## src/rrfc_pkg.sv

```systemverilog
// Shared types, constants and functions for the RTU response frame checker.
`timescale 1ns / 1ps

package rrfc_pkg;

    localparam int PAYLOAD_DEPTH = 24;
    localparam int NUM_WORDS     = PAYLOAD_DEPTH / 4;
    localparam int COUNT_W       = 10;
    localparam int SLOT_W        = $clog2(PAYLOAD_DEPTH);

    localparam logic [COUNT_W-1:0] COUNT_MAX     = {COUNT_W{1'b1}};
    localparam logic [15:0]        CRC_INIT      = 16'hFFFF;
    localparam logic [15:0]        CRC_POLY      = 16'hA001;
    localparam logic [7:0]         FUNC_HOLDING  = 8'h03;
    localparam logic [7:0]         FUNC_INPUT    = 8'h04;
    localparam logic [COUNT_W-1:0] IDX_FUNCTION  = COUNT_W'(1);
    localparam logic [COUNT_W-1:0] IDX_COUNT     = COUNT_W'(2);
    localparam logic [COUNT_W-1:0] IDX_PAYLOAD   = COUNT_W'(3);
    localparam logic [COUNT_W-1:0] IDX_PAYLOAD_END = COUNT_W'(3 + PAYLOAD_DEPTH);
    localparam logic [COUNT_W:0]   MIN_FRAME_LEN = (COUNT_W + 1)'(5);

    typedef enum logic [2:0] {
        STATUS_OK        = 3'd0,
        STATUS_SHORT     = 3'd1,
        STATUS_CRC       = 3'd2,
        STATUS_FUNCTION  = 3'd3,
        STATUS_BYTECOUNT = 3'd4
    } status_t;

    typedef enum logic [1:0] {
        ORDER_ABCD = 2'd0,
        ORDER_CDAB = 2'd1,
        ORDER_BADC = 2'd2,
        ORDER_DCBA = 2'd3
    } word_order_t;

    typedef struct packed {
        logic [7:0] data_byte;
        logic       end_of_frame;
    } byte_item_t;

    typedef struct packed {
        status_t     status;
        logic [7:0]  unit_addr;
        logic [7:0]  func_code;
        logic [15:0] crc_calc;
        logic [15:0] received_crc;
        logic [31:0] voltage_bits;
        logic [31:0] current_bits;
        logic [31:0] power_bits;
        logic [31:0] power_factor_bits;
        logic [31:0] frequency_bits;
        logic [31:0] energy_bits;
    } result_item_t;

    // Frame state as seen by the final byte
    typedef struct packed {
        logic [COUNT_W-1:0]                  idx;
        logic [15:0]                         crc;
        logic [15:0]                         rx;
        logic [7:0]                          slave;
        logic [7:0]                          func;
        logic [7:0]                          count;
        logic [PAYLOAD_DEPTH-1:0][7:0]       payload;
    } frame_snap_t;

    // One byte through the reflected CRC-16
    function automatic logic [15:0] crc_feed(input logic [15:0] crc, input logic [7:0] b);
        logic [15:0] c;
        c = crc ^ {8'h00, b};
        for (int i = 0; i < 8; i++) begin
            if (c[0]) begin
                c = (c >> 1) ^ CRC_POLY;
            end
            else begin
                c = c >> 1;
            end
        end
        return c;
    endfunction

    // Build one 32-bit word from payload bytes p0..p3 (register pair, high byte first)
    function automatic logic [31:0] assemble(input word_order_t order, input logic [7:0] p0,
                                             input logic [7:0] p1, input logic [7:0] p2,
                                             input logic [7:0] p3);
        logic [31:0] w;
        unique case (order)
            ORDER_ABCD: w = {p0, p1, p2, p3};
            ORDER_CDAB: w = {p2, p3, p0, p1};
            ORDER_BADC: w = {p1, p0, p3, p2};
            ORDER_DCBA: w = {p3, p2, p1, p0};
        endcase
        return w;
    endfunction

endpackage

```

## src/rrfc_frame_tracker.sv

```systemverilog
// Per-frame state: CRC, two-byte delay line, byte counter, header and payload capture.
`timescale 1ns / 1ps

module rrfc_frame_tracker
    import rrfc_pkg::*;
(
    input  logic        clk,
    input  logic        rst_n,
    input  logic        step,
    input  logic [7:0]  data_byte,
    input  logic        end_of_frame,
    output frame_snap_t snap
);

    logic [15:0]        crc_reg, crc_next;
    logic [7:0]         delay0_reg, delay1_reg;
    logic [COUNT_W-1:0] count_reg, count_next;
    logic [7:0]         slave_reg, func_reg, bcount_reg;
    logic [7:0]         payload_reg [PAYLOAD_DEPTH];
    logic [COUNT_W-1:0] slot;

    // Feed the byte leaving the delay line
    always_comb begin
        if (count_reg >= IDX_COUNT) begin
            crc_next = crc_feed(crc_reg, delay0_reg);
        end
        else begin
            crc_next = crc_reg;
        end
        count_next = (count_reg == COUNT_MAX) ? count_reg : count_reg + COUNT_W'(1);
        slot       = count_reg - IDX_PAYLOAD;
    end

    // Advance frame state; the final byte reloads everything
    always_ff @(posedge clk or negedge rst_n) begin
        if (!rst_n) begin
            crc_reg    <= CRC_INIT;
            delay0_reg <= '0;
            delay1_reg <= '0;
            count_reg  <= '0;
            slave_reg  <= '0;
            func_reg   <= '0;
            bcount_reg <= '0;
        end
        else if (step) begin
            if (end_of_frame) begin
                crc_reg    <= CRC_INIT;
                delay0_reg <= '0;
                delay1_reg <= '0;
                count_reg  <= '0;
                slave_reg  <= '0;
                func_reg   <= '0;
                bcount_reg <= '0;
            end
            else begin
                crc_reg    <= crc_next;
                delay0_reg <= delay1_reg;
                delay1_reg <= data_byte;
                count_reg  <= count_next;
                if (count_reg == '0) begin
                    slave_reg <= data_byte;
                end
                if (count_reg == IDX_FUNCTION) begin
                    func_reg <= data_byte;
                end
                if (count_reg == IDX_COUNT) begin
                    bcount_reg <= data_byte;
                end
            end
        end
    end

    // Capture payload bytes; entries are only read once all have been written
    always_ff @(posedge clk) begin
        if (step && count_reg >= IDX_PAYLOAD && count_reg < IDX_PAYLOAD_END) begin
            payload_reg[slot[SLOT_W-1:0]] <= data_byte;
        end
    end

    // Present state for the result builder
    always_comb begin
        snap.idx   = count_reg;
        snap.crc   = crc_next;
        snap.rx    = {data_byte, delay1_reg};
        snap.slave = slave_reg;
        snap.func  = func_reg;
        snap.count = bcount_reg;
        for (int i = 0; i < PAYLOAD_DEPTH; i++) begin
            snap.payload[i] = payload_reg[i];
        end
    end

endmodule

```

## src/rrfc_result_builder.sv

```systemverilog
// Status checks and float word assembly for a completed frame.
`timescale 1ns / 1ps

module rrfc_result_builder
    import rrfc_pkg::*;
(
    input  frame_snap_t  snap,
    input  word_order_t  word_order,
    output result_item_t result
);

    logic [COUNT_W:0] len;
    logic [COUNT_W:0] need;
    logic             func_ok;
    status_t          status;
    logic [31:0]      words [NUM_WORDS];

    // Run the checks in priority order
    always_comb begin
        len     = {1'b0, snap.idx} + (COUNT_W + 1)'(1);
        need    = (COUNT_W + 1)'(snap.count) + (COUNT_W + 1)'(3);
        func_ok = (snap.func == FUNC_HOLDING) || (snap.func == FUNC_INPUT);
        priority if (len < MIN_FRAME_LEN) begin
            status = STATUS_SHORT;
        end
        else if (snap.crc != snap.rx) begin
            status = STATUS_CRC;
        end
        else if (!func_ok) begin
            status = STATUS_FUNCTION;
        end
        else if (snap.count < 8'(PAYLOAD_DEPTH) || (len - (COUNT_W + 1)'(2)) < need) begin
            status = STATUS_BYTECOUNT;
        end
        else begin
            status = STATUS_OK;
        end
    end

    // Assemble the six words, zero unless the frame passed
    always_comb begin
        for (int k = 0; k < NUM_WORDS; k++) begin
            if (status == STATUS_OK) begin
                words[k] = assemble(word_order, snap.payload[4*k], snap.payload[4*k+1],
                                    snap.payload[4*k+2], snap.payload[4*k+3]);
            end
            else begin
                words[k] = '0;
            end
        end
    end

    // Drop header and CRCs on a short frame
    always_comb begin
        result = '0;
        result.status = status;
        if (status != STATUS_SHORT) begin
            result.unit_addr     = snap.slave;
            result.func_code     = snap.func;
            result.crc_calc      = snap.crc;
            result.received_crc  = snap.rx;
        end
        result.voltage_bits      = words[0];
        result.current_bits      = words[1];
        result.power_bits        = words[2];
        result.power_factor_bits = words[3];
        result.frequency_bits    = words[4];
        result.energy_bits       = words[5];
    end

endmodule

```

## src/rtu_response_frame_checker_unit.sv

```systemverilog
// Top level of the RTU response frame checker: byte input register, frame logic, result register.
//
//  channel  | handshake              | payload
//  ---------+------------------------+---------------------------
//  byte     | byte_valid/byte_stall  | byte_item (byte, end flag)
//  result   | result_valid/stall     | result_item (status, CRCs, words)
//  cfg      | cfg_valid/cfg_ready    | cfg_word_order
//
// One byte is accepted per cycle while byte_stall is low; a final byte passes through the
// input register and then the result register, where its result waits until taken.
// The CRC byte step and the status checks sit between the input register and the
// result register.
// Reset clears the frame state, the word order and both valid flags.
// Only a final byte waiting behind a stalled result holds the byte channel.
`timescale 1ns / 1ps

module rtu_response_frame_checker_unit
    import rrfc_pkg::*;
(
    input  logic         clk,
    input  logic         rst_n,
    input  logic         byte_valid,
    output logic         byte_stall,
    input  byte_item_t   byte_item,
    output logic         result_valid,
    input  logic         result_stall,
    output result_item_t result_item,
    input  logic         cfg_valid,
    output logic         cfg_ready,
    input  logic [1:0]   cfg_word_order
);

    logic         in_valid_reg;
    byte_item_t   in_item_reg;
    logic         result_valid_reg;
    result_item_t result_reg;
    word_order_t  word_order_reg;
    logic         step;
    frame_snap_t  snap;
    result_item_t result_next;

    // Hold the input only when a final byte cannot reach a busy result register
    assign byte_stall = in_valid_reg && in_item_reg.end_of_frame &&
                        result_valid_reg && result_stall;
    assign step       = in_valid_reg && !byte_stall;
    assign cfg_ready  = 1'b1;

    // Capture the word order
    always_ff @(posedge clk or negedge rst_n) begin
        if (!rst_n) begin
            word_order_reg <= ORDER_ABCD;
        end
        else if (cfg_valid && cfg_ready) begin
            word_order_reg <= word_order_t'(cfg_word_order);
        end
    end

    // Input register valid
    always_ff @(posedge clk or negedge rst_n) begin
        if (!rst_n) begin
            in_valid_reg <= 1'b0;
        end
        else if (byte_valid && !byte_stall) begin
            in_valid_reg <= 1'b1;
        end
        else if (step) begin
            in_valid_reg <= 1'b0;
        end
    end

    // Input register payload
    always_ff @(posedge clk) begin
        if (byte_valid && !byte_stall) begin
            in_item_reg <= byte_item;
        end
    end

    rrfc_frame_tracker u_tracker (
        .clk          (clk),
        .rst_n        (rst_n),
        .step         (step),
        .data_byte    (in_item_reg.data_byte),
        .end_of_frame (in_item_reg.end_of_frame),
        .snap         (snap)
    );

    rrfc_result_builder u_builder (
        .snap       (snap),
        .word_order (word_order_reg),
        .result     (result_next)
    );

    // Result valid: load on a final byte, drop once taken
    always_ff @(posedge clk or negedge rst_n) begin
        if (!rst_n) begin
            result_valid_reg <= 1'b0;
        end
        else if (step && in_item_reg.end_of_frame) begin
            result_valid_reg <= 1'b1;
        end
        else if (!result_stall) begin
            result_valid_reg <= 1'b0;
        end
    end

    // Result payload
    always_ff @(posedge clk) begin
        if (step && in_item_reg.end_of_frame) begin
            result_reg <= result_next;
        end
    end

    assign result_valid = result_valid_reg;
    assign result_item  = result_reg;

`ifndef SYNTHESIS
    // The byte channel is held only for a waiting final byte
    assert property (@(posedge clk) disable iff (!rst_n)
        byte_stall |-> (in_valid_reg && in_item_reg.end_of_frame))
        else $error("byte channel held without a pending final byte");

    // A new result comes only from a final byte
    assert property (@(posedge clk) disable iff (!rst_n)
        $rose(result_valid_reg) |-> $past(step && in_item_reg.end_of_frame))
        else $error("result raised without a final byte");

    // A passing frame carries matching CRCs
    assert property (@(posedge clk) disable iff (!rst_n)
        (result_valid_reg && result_reg.status == STATUS_OK) |->
        (result_reg.crc_calc == result_reg.received_crc))
        else $error("ok status with mismatched CRC");

    // A short frame reports nothing but its status
    assert property (@(posedge clk) disable iff (!rst_n)
        (result_valid_reg && result_reg.status == STATUS_SHORT) |->
        (result_reg.unit_addr == 8'h00 && result_reg.crc_calc == 16'h0000 &&
         result_reg.voltage_bits == 32'h0))
        else $error("short frame carries data");
`endif

endmodule

```

## config.mk

```make
export PLATFORM = sky130hd
export DESIGN_NAME = rtu_response_frame_checker_unit
export DESIGN_NICKNAME = d
export VERILOG_FILES = /design/src/rrfc_pkg.sv /design/src/rrfc_frame_tracker.sv /design/src/rrfc_result_builder.sv /design/src/rtu_response_frame_checker_unit.sv
export SDC_FILE = /design/constraint.sdc
export NUM_CORES = 1
export LEC_CHECK = 0
export BUFFER_PORTS_ARGS = -buffer_cell sky130_fd_sc_hd__clkbuf_2
export CAP_MARGIN = 15
export CORE_ASPECT_RATIO = 1.75
export CORE_MARGIN = 3
export CORE_UTILIZATION = 60
export DETAILED_ROUTE_END_ITERATION = 10
export PLACE_DENSITY = 0.87
export SYNTH_ARGS = -nofsm -noshare
export SYNTH_HDL_FRONTEND = slang
export SYNTH_SLANG_ARGS = --single-unit
```

## constraint.sdc

```tcl
create_clock -name clk -period 7.25 [get_ports clk]
set_input_delay 0.3625 -clock clk [delete_from_list [all_inputs] [get_ports clk]]
set_output_delay 0.3625 -clock clk [all_outputs]
set_load 0.02 [all_outputs]
```

### After elaboration in Yosys (flattened, before gate mapping)

Memories as Yosys holds them, arrays and structs flattened.
Cells that the tools add are included.

* flip-flop bits (word level): 322
* latch bits: 0
* RAM bits: 192
* bits in read-only memories: 0
* input port bits: 16
* output and inout port bits: 246
* logic and storage cells: 121
* memories: 1

* add/subtract/negate cells: 5
* multiply operators: 0
* divide/modulo/power cells: 0
* magnitude comparators: 6
* equality and inequality tests: 12
* shift operators: 0
* mux-type cells: 43
* bitwise logic cells: 9
* reduce and logical (&&, ||, !) cells: 22

Memory list
* u_tracker.payload_reg: depth 24, bits a word 8, rd ports 24, clocked after memory_dff 0, write ports 1, line rrfc_frame_tracker.sv:19 `logic [7:0] payload_reg [PAYLOAD_DEPTH];`

Operators with widths (number)
* $pmux W32 S4: 6
* $mux W16: 17
* $mux W8: 8
* $not A2 Y3: 8
* $ge A10 B2 Y1 const B: 2
* $mux W10: 2
* $ne A16 B16 Y1: 1
* $xor A16 B8 Y16: 1
* $mux W3: 4
* $add A10 B1 Y11 const B: 1
* $lt A11 B11 Y1: 1
* $lt A11 B3 Y1 const B: 1
* $sub A11 B2 Y11 const B: 1
* $add A10 B1 Y10 const B: 1
* $eq A10 B1 Y1 const B: 1
* $eq A10 B10 Y1 const B: 1
* $eq A10 B2 Y1 const B: 1
* $logic_not A10 Y1: 1
* $lt A10 B5 Y1 const B: 1
* $add A8 B2 Y9 const B: 1
* $eq A8 B2 Y1 const B: 1
* $eq A8 B3 Y1 const B: 1
* $logic_and A1 B1 Y1: 8
* $lt A8 B5 Y1 const B: 1
* other kinds (13): 26

### Logic depth before layout (Yosys ltp)

Gate-level depths: netlist (run 1).

* depth after elaboration: 29
* gate-level depth with buffers: 18
* gate-level depth less buffers: 15

### Modules after synthesis

A second synthesis (run 1) with hierarchy kept.

* cells, all modules: 1789
* area total of the unflattened synthesis: 25648.3 um2

By module, submodules not included
* rrfc_frame_tracker: times used 1, cells an instance 615, area an instance 9659.3 um2, sequential area each 7437.1 um2
* rrfc_result_builder: times used 1, cells an instance 904, area an instance 8239.2 um2, sequential area each 0.0 um2
* rtu_response_frame_checker_unit: times used 1, cells an instance 270, area an instance 7749.9 um2, sequential area each 7667.4 um2

### Worst setup path after synthesis (run 1)

Ideal clock, no wire load.

* path type: register -> register
* start point: reg in_item_reg[0] (netlist bit)
* end point: reg u_tracker.count_reg[7]
* setup time: 0.137 ns
* arrival time: 6.555 ns
* required time: 7.113 ns
* setup slack: 0.559 ns
* stages on the path, launching flop included: 7
* buffers on the path: 1
* clock period less this slack: 6.691 ns
* cell sequence: edfxtp_1 > clkbuf_1 > nand3_1 > inv_1 > a21oi_1 > o21ai_0 > o41ai_1

* cells in the longest elaborated chain, start to end: 6
* elaborated cells on any way between the ends: 8
* those cells by class: eq/ne: 1; mux: 1; reduce/logical: 6

Ends and longest elaborated chain
* from (decl): line rtu_response_frame_checker_unit.sv:34 `byte_item_t in_item_reg;`
* from (signal assigned): line rtu_response_frame_checker_unit.sv:74 `in_item_reg <= byte_item;`
* $logic_and A1 B1 Y1 (2 in series): line rtu_response_frame_checker_unit.sv:43 `assign byte_stall = in_valid_reg && in_item_reg.end_of_frame &&`
* $logic_and A1 B1 Y1: line rtu_response_frame_checker_unit.sv:44 `result_valid_reg && result_stall;`
* $logic_not A1 Y1: line rtu_response_frame_checker_unit.sv:45 `assign step = in_valid_reg && !byte_stall;`
* $logic_and A1 B1 Y1: line rtu_response_frame_checker_unit.sv:45
* $reduce_and A2 Y1 (no source line)
* to (signal assigned): line rrfc_frame_tracker.sv:59 `count_reg <= count_next;`
* to (decl): line rrfc_frame_tracker.sv:17 `logic [COUNT_W-1:0] count_reg, count_next;`

Parallel ways exist; a longest one is shown, timed or not.
A chain may end at the register's enable or synchronous reset.

### Worst setup path in the final report (run 1)

* start point: reg u_tracker.count_reg[0]
* end point: reg result_reg, in the netlist result_item[8], data pin

* cells in the longest elaborated chain, start to end: 9
* elaborated cells on any way between the ends: 13
* those cells by class: add/sub: 2; order compare: 3; eq/ne: 1; mux: 5; reduce/logical: 2

Ends and longest elaborated chain
* $add A10 B1 Y11: line rrfc_result_builder.sv:20 `len = {1'b0, snap.idx} + (COUNT_W + 1)'(1);`
* $sub A11 B2 Y11: line rrfc_result_builder.sv:32 `else if (snap.count < 8'(PAYLOAD_DEPTH) || (len - (COUNT_W + 1)'(2)) < need) begin`
* $lt A11 B11 Y1: line rrfc_result_builder.sv:32
* $logic_or A1 B1 Y1: line rrfc_result_builder.sv:32
* $mux W3: line rrfc_result_builder.sv:32
* $mux W3: line rrfc_result_builder.sv:29 `else if (!func_ok) begin`
* $mux W3: line rrfc_result_builder.sv:26 `else if (snap.crc != snap.rx) begin`
* $mux W3 *: line rrfc_result_builder.sv:23 `priority if (len < MIN_FRAME_LEN) begin`
* $logic_not A3 Y1 *: line rrfc_result_builder.sv:43 `if (status == STATUS_OK) begin`
* to (signal assigned): line rtu_response_frame_checker_unit.sv:109 `result_reg <= result_next;`
* to (decl): line rtu_response_frame_checker_unit.sv:36 `result_item_t result_reg;`

Every way passes the cells marked *; elsewhere a longest branch is shown, timed or not.

==> flow_summary.yaml, run 1 <==
outcome:
  status: "complete, no violations"
floorplanning:
  initial_core_util_pct: 61.2
  rows: 99
  ios: 262
  core_sq_um: 42000
  dieHeight_microns: 280
  fp.dieW_microns: 162
  dieArea_sq_um: 45500
placed_design:
  port_buffers: 260
  place_hpwl_microns: 36800
  place_ws_ps: 2080
  place.gp.congestion: 0.894
finish:
  seq_area_sq_um: 15100
  largest_register_ffs: 243
  final_core_util_pct: 68.9
  insertedDiodeCount: 0
  multiInputGateArea_sq_um: 9890
  layout-drive-gt1-share_pct: 44.3
  nFillCells: 2639
  final_nets: 1762
  synthToLayoutAreaGrowth_pct: 12.6
detailed_routing:
  final_antenna_net_count: 0
  drc: 0
  vias_per_cell: 6.48
  post_drt_wl_per_cell_microns: 25.3
  drt-initial-drc-count: 1291
  num_vias: 15000
  dr.pass1.iters: 5
  wirelength_microns: 58600
setup_path:
  ff2ff_path_depth: 10
  rrSetupSlack_ps: 1930
  reg2reg_from: "u_tracker.count_reg[0]$_DFFE_PN0P_"
  cp.required_ps: 7590
  crit_type: "reg -> reg"
  critPathCaptureType: "flip-flop"
  reg2reg_to: "result_item[8]$_SDFFCE_PP0P_"
  critical_path_arrival_ps: 5660
  path_max_fanout: 58
  critPathLaunchType: "flip-flop"
pwr:
  total_power_mw: 7.91
  clock_power_share_pct: 32.1
  internal_power_mw: 5.67
  combPwrFrac_pct: 22.1
  p_leak_nw: 9.82
  ir_worst_vdd_uv: 229
  power_density_nw_per_um2: 273
  seqPwrFrac_pct: 45.8
  sw_frac_of_total_pct: 28.4
  p_switching_mw: 2.24
sta:
  maxSlewViolCount: 0
  holdWs_ps: 14.9
  finalWorstSetupSlack_ps: 1930
  rsz0062_at_grt: "no"
  final-hold-violation-count: 0
  worst_pin_slew_ps: 1140
  finalSetupTns_ps: 0
  skew_ps: 27.3
  period_needed_ps: 5320
  relSlewSlack_pct: 24.1
  setup_viol: 0
  period_share_pct: 73.4
  clock.fmax_ghz: 0.188
synth:
  ys_ff_latch: 514
  yosys_warnings: 0
  synth-main-ff-cell: "edfxtp_1"
  synth_largest_area_cell: "edfxtp_1"
  yosysTopAreaCellShare_pct: 51.9
  synth_edf_count: 444
  ys_seq_area_share_pct: 58.8
  synth_cell_types: 70
  synth.top_cells.by_count: "edfxtp_1 (444), mux4_2 (192), nor3b_2 (180)"
  syn-mean-instance-area_sq_um: 17.1
  synth_most_common_cell: "edfxtp_1"
  netlist_area_sq_um: 25700
  syn_nets: 1541
  synthTopCellsByArea: "edfxtp_1 (52%), mux4_2 (17%), nor3b_2 (8.8%), dfrtp_1 (5.3%), dfstp_2 (1.6%)"
  synthArstFlopShare_pct: 13.6
  synth_cells: 1505
clock_tree:
  clock-root-buffer: "clkbuf_16"
  holdBufCountCts: 10
  clk_latency_ps: 560
  clock-sinks: 514
  clk_path_buf_depth: 3
  h-tree-depth: 2
  cts_tree: "built"
  cts_resized: 0
  path_clk_slew_ps: 70
  post-cts-setup-buffers: 0
  cts_buffers: 45
grt:
  grt_util_met1_pct: 31.9
  use_met3_pct: 3.46
  busiest_layer: "met2"
  grt_max_degree: 157
  grt_pass1_vias: 15500
  grt_first_pass_wirelength_microns: 91100
  grt_antenna_before_repair: 1
  overflow: 0
  grt_usage_pct: 26.0
  grt_use_met2_pct: 45.9
hold_path:
  hold_class: "in -> async"
job:
  maxCapViolCount: 0
## cell type report
type / instances / area share [%]
clock buffer: 51 / 4.11
timing repair buffer: 292 / 5.54
tap: 555 / 2.40
inverter: 18 / 0.259
multi-input combinational: 855 / 34.2
clock inverter: 32 / 1.27
sequential: 514 / 52.2
## critical path, stage by stage (launching register included)
cell and delay, ps:
dfrtp_1 620, inv_1 210, ha_1 270, nor2_1 370, nand3_2 560, mux2i_1 480, xnor2_1 120, nor4_1 510
nand4_4 760, buf_4 710, nor3b_1 420
## cell families (layout without fill, tap and decap cells)
family                     Yosys count  in the layout  share of synthesized area (%)
AOI/OAI and AO/OA                  123            123                           3.33
DFF                                514            514                           58.8
other                                1              1                         0.0146
buffers and inverters              136            393                           2.84
adders and majority gates           20             20                          0.974
and+or+nand+nor                    439            439                           13.9
xor gates and xnor gates            58             58                           2.38
muxes                              214            214                           17.8
## worst max-delay path by stage
stage	start	to	cells after the start
2_1_floorplan	in_item_reg[0]$_DFFE_PP_	u_tracker.count_reg[7]$_DFFE_PN0P_	6
3_3_place_gp	u_tracker.count_reg[0]$_DFFE_PN0P_	result_item[8]$_SDFFCE_PP0P_	10
3_5_place_dp	u_tracker.count_reg[0]$_DFFE_PN0P_	result_item[8]$_SDFFCE_PP0P_	10
4_1_cts	u_tracker.count_reg[0]$_DFFE_PN0P_	result_item[8]$_SDFFCE_PP0P_	10
5_1_grt	u_tracker.count_reg[0]$_DFFE_PN0P_	result_item[8]$_SDFFCE_PP0P_	10
6_report	u_tracker.count_reg[0]$_DFFE_PN0P_	result_item[8]$_SDFFCE_PP0P_	10
## power by group through the flow
stage	Clock (mW)	Combinational, mW	Sequential (mW)
3_5_place_dp	0	1.73	3.68
3_3_place_gp	0	1.69	3.66
6_report	2.54	1.75	3.62
4_1_cts	2.57	1.75	3.62
2_1_floorplan	0	1.28	3.71
5_1_grt	2.68	1.89	3.64
## layer usage
layer | wire length, microns | share of wire [%]
met1 | 20900 | 36
met2 | 31200 | 53
met3 | 3570 | 6.1
met4 | 2990 | 5.1
met5 | 0 | 0
## through the flow
| stage | cell area [sq um] | std cells |
|---|---|---|
| after global placement | 27300 | 2224 |
| after CTS | 28900 | 2317 |
| after detailed placement | 27300 | 2224 |
| final | 28900 | 2317 |
| after global routing | 28900 | 2317 |
| after floorplan | 25700 | 1505 |
## layout by cell type (no fill, tap or decap), drive strengths merged, types with 21 or more instances in the layout
| master | count |
|---|---|
| o21ai | 32 |
| nor2b | 35 |
| nor3b | 193 |
| inv | 21 |
| nor2 | 78 |
| mux4 | 192 |
| nand3 | 25 |
| edfxtp | 444 |
| clkbuf | 311 |
| xnor2 | 35 |
| dfrtp | 54 |
| nand2 | 50 |
| buf | 22 |
Power figures use the tool's default switching activity.
==> run 2: changes to the inputs <==
Settings changed: ABC_AREA set to 1, CORE_UTILIZATION 60 to 59, PLACE_DENSITY 0.87 to 0.86.
Clock period 7.25 ns to 5.4 ns, I/O delays scaled along.
==> run 2 against run 1 <==
Clock skew shrank 10 ps; largest cell class unchanged; largest power group unchanged; hold slack gained 410 ps; register-to-register slack lost 650 ps; critical endpoint is now result_item[152]$_SDFFCE_PP0P_; die area shrank 7.1%; design area shrank 7.3%.
==> flow_summary.yaml, run 2 <==
clock_tree:
  clk_latency_ps: 560
  cts_resized: 0
  clock-root-buffer: "clkbuf_16"
  clk_path_buf_depth: 3
  holdBufCountCts: 17
  clock-sinks: 514
  path_clk_slew_ps: 70
  cts_buffers: 45
  h-tree-depth: 2
  cts_tree: "built"
  post-cts-setup-buffers: 0
setup_path:
  critical_path_arrival_ps: 4410
  critPathLaunchType: "flip-flop"
  ff2ff_path_depth: 17
  cp.required_ps: 5690
  critPathCaptureType: "flip-flop"
  crit_slowest_cell: "dfrtp_1"
  reg2reg_to: "result_item[152]$_SDFFCE_PP0P_"
  path_delay_family: "adder cells"
  cp_common_cell: "ha_1"
  cp_num_cells: 17
  path_cells: "ha_1 > xor2_1 > inv_1 > ha_1 > inv_1 > nor2_1 > xor2_1 > ha_1 > nand2_1 > o21ai_0 > a21oi_1 > o21ai_0 > nor3_1 > a21oi_1 > nand4_1 > buf_12 > nor2_1"
  reg2reg_from: "u_tracker.count_reg[0]$_DFFE_PN0P_"
  rrSetupSlack_ps: 1270
  max_stage_delay_ps: 510
  path_max_fanout: 139
  cp-endpoint: "result_item[152]$_SDFFCE_PP0P_"
  critPathLaunch: "u_tracker.count_reg[0]$_DFFE_PN0P_"
  crit_type: "reg -> reg"
  path_buf_inv: 3
synth:
  synth-main-ff-cell: "edfxtp_1"
  yosys_warnings: 0
  synth.top_cells.by_count: "edfxtp_1 (444), nand2_1 (359), nor2_1 (299)"
  yosysTopAreaCellShare_pct: 56.9
  synth_cells: 2190
  ys_ff_latch: 514
  netlist_area_sq_um: 23400
  synthTopCellsByArea: "edfxtp_1 (57%), dfrtp_1 (5.8%), nand2_1 (5.8%), nor2_1 (4.8%), inv_1 (4.6%)"
  synth_most_common_cell: "edfxtp_1"
  syn_nets: 2226
  ys_seq_area_share_pct: 64.5
  synth_largest_area_cell: "edfxtp_1"
  synthArstFlopShare_pct: 13.6
  synth_edf_count: 444
  synth_cell_types: 36
  syn-mean-instance-area_sq_um: 10.7
finish:
  layout-drive-gt1-share_pct: 16.2
  insertedDiodeCount: 0
  fin_cells: 2942
  synthToLayoutAreaGrowth_pct: 14.4
  largest_register_ffs: 243
  most-common-layout-cells: "edfxtp_1 (444), nand2_1 (358), nor2_1 (294)"
  final_common_cell: "edfxtp_1"
  final_nets: 2453
detailed_routing:
  vias_per_cell: 6.24
  drt-initial-drc-count: 1938
  final_antenna_net_count: 0
  post_drt_wl_per_cell_microns: 21.1
  num_vias: 18300
  wirelength_microns: 62000
  dr.pass1.iters: 7
  drc: 0
floorplanning:
  dieHeight_microns: 270
  dieArea_sq_um: 42200
  initial_core_util_pct: 59.8
  core_sq_um: 39200
  rows: 96
  fp.dieW_microns: 157
  ios: 262
sta:
  final-hold-violation-count: 0
  period_share_pct: 76.4
  clock.fmax_ghz: 0.242
  holdWs_ps: 423
  rsz0062_at_grt: "no"
  skew_ps: 17.3
  finalWorstSetupSlack_ps: 1270
  finalSetupTns_ps: 0
  worst_pin_slew_ps: 1230
  relSlewSlack_pct: 17.7
  period_needed_ps: 4130
  maxSlewViolCount: 0
  setup_viol: 0
outcome:
  status: "complete, no violations"
grt:
  grt_usage_pct: 28.3
  overflow: 0
  grt_pass1_vias: 17800
  grt_antenna_before_repair: 0
  grt_max_degree: 193
  grt_first_pass_wirelength_microns: 94100
placed_design:
  place_ws_ps: 1330
  dp.cells: 2843
  place_hpwl_microns: 39500
  port_buffers: 260
  place.gp.congestion: 0.912
pwr:
  total_power_mw: 10.6
  ir_worst_vdd_uv: 331
  p_leak_nw: 10.9
  power_density_nw_per_um2: 397
job:
  maxCapViolCount: 0
hold_path:
  hold_depth: 2
  hold_class: "in -> reg"
[run 2: worst min-delay path by stage]
| stage | start | end | slack (ps) |
|---|---|---|---|
| finish | byte_item[6] | in_item_reg[6]$_DFFE_PP_ | 420 |
| global route | byte_item[0] | in_item_reg[0]$_DFFE_PP_ | 430 |
| CTS | byte_item[5] | in_item_reg[5]$_DFFE_PP_ | 390 |
| detailed placement | byte_item[4] | in_item_reg[4]$_DFFE_PP_ | 450 |
| global placement | byte_item[5] | in_item_reg[5]$_DFFE_PP_ | 450 |
| floorplan | rst_n | in_valid_reg$_DFFE_PN0P_ | -30 |
[run 2: kinds of logic (layout without fill, tap and decap cells)]
family | Yosys count | in the layout | share of synthesized area (%)
and+or+nand+nor | 738 | 738 | 12.4
DFF | 514 | 514 | 64.5
AOI/OAI and AO/OA | 485 | 485 | 14.1
buffers and inverters | 414 | 676 | 7.32
adders and majority gates | 20 | 20 | 1.07
xor gates and xnor gates | 17 | 17 | 0.636
other | 1 | 1 | 0.0160
muxes | 1 | 1 | 0.0481
[run 2: final cells by class]
cell class,instances,area (sq um)
timing repair buffer,302,1700
clock buffer,52,1190
multi-input combinational,1262,6660
tap,490,613
inverter,292,1100
sequential,514,15100
fill,2624,12400
clock inverter,30,444
[run 2: where the power goes]
| part | total (mW) | leakage [nW] | internal, mW | switching, mW |
|---|---|---|---|---|
| Sequential | 4.79 | 5.05 | 4.63 | 0.165 |
| Clock | 3.56 | 0.798 | 2.12 | 1.44 |
| Combinational | 2.29 | 5.09 | 0.693 | 1.59 |
[run 2: through the flow]
step / utilization, % / instance area (sq um)
after floorplan: - / 23400
after global placement: 63.8 / 25000
after detailed placement: 63.8 / 25000
after CTS: 68.5 / 26800
after global routing: 68.5 / 26800
final: 68.5 / 26800
[run 2: per-layer routing]
layer | GRT usage, % | part of all wire [%] | up-vias
met4 | 16.5 | 6.7 | 0
met3 | 4.05 | 8.2 | 252
met5 | 0 | 0 | -
met2 | 49.4 | 52 | 1155
li1 | - | - | 8221
met1 | 32.7 | 34 | 8720
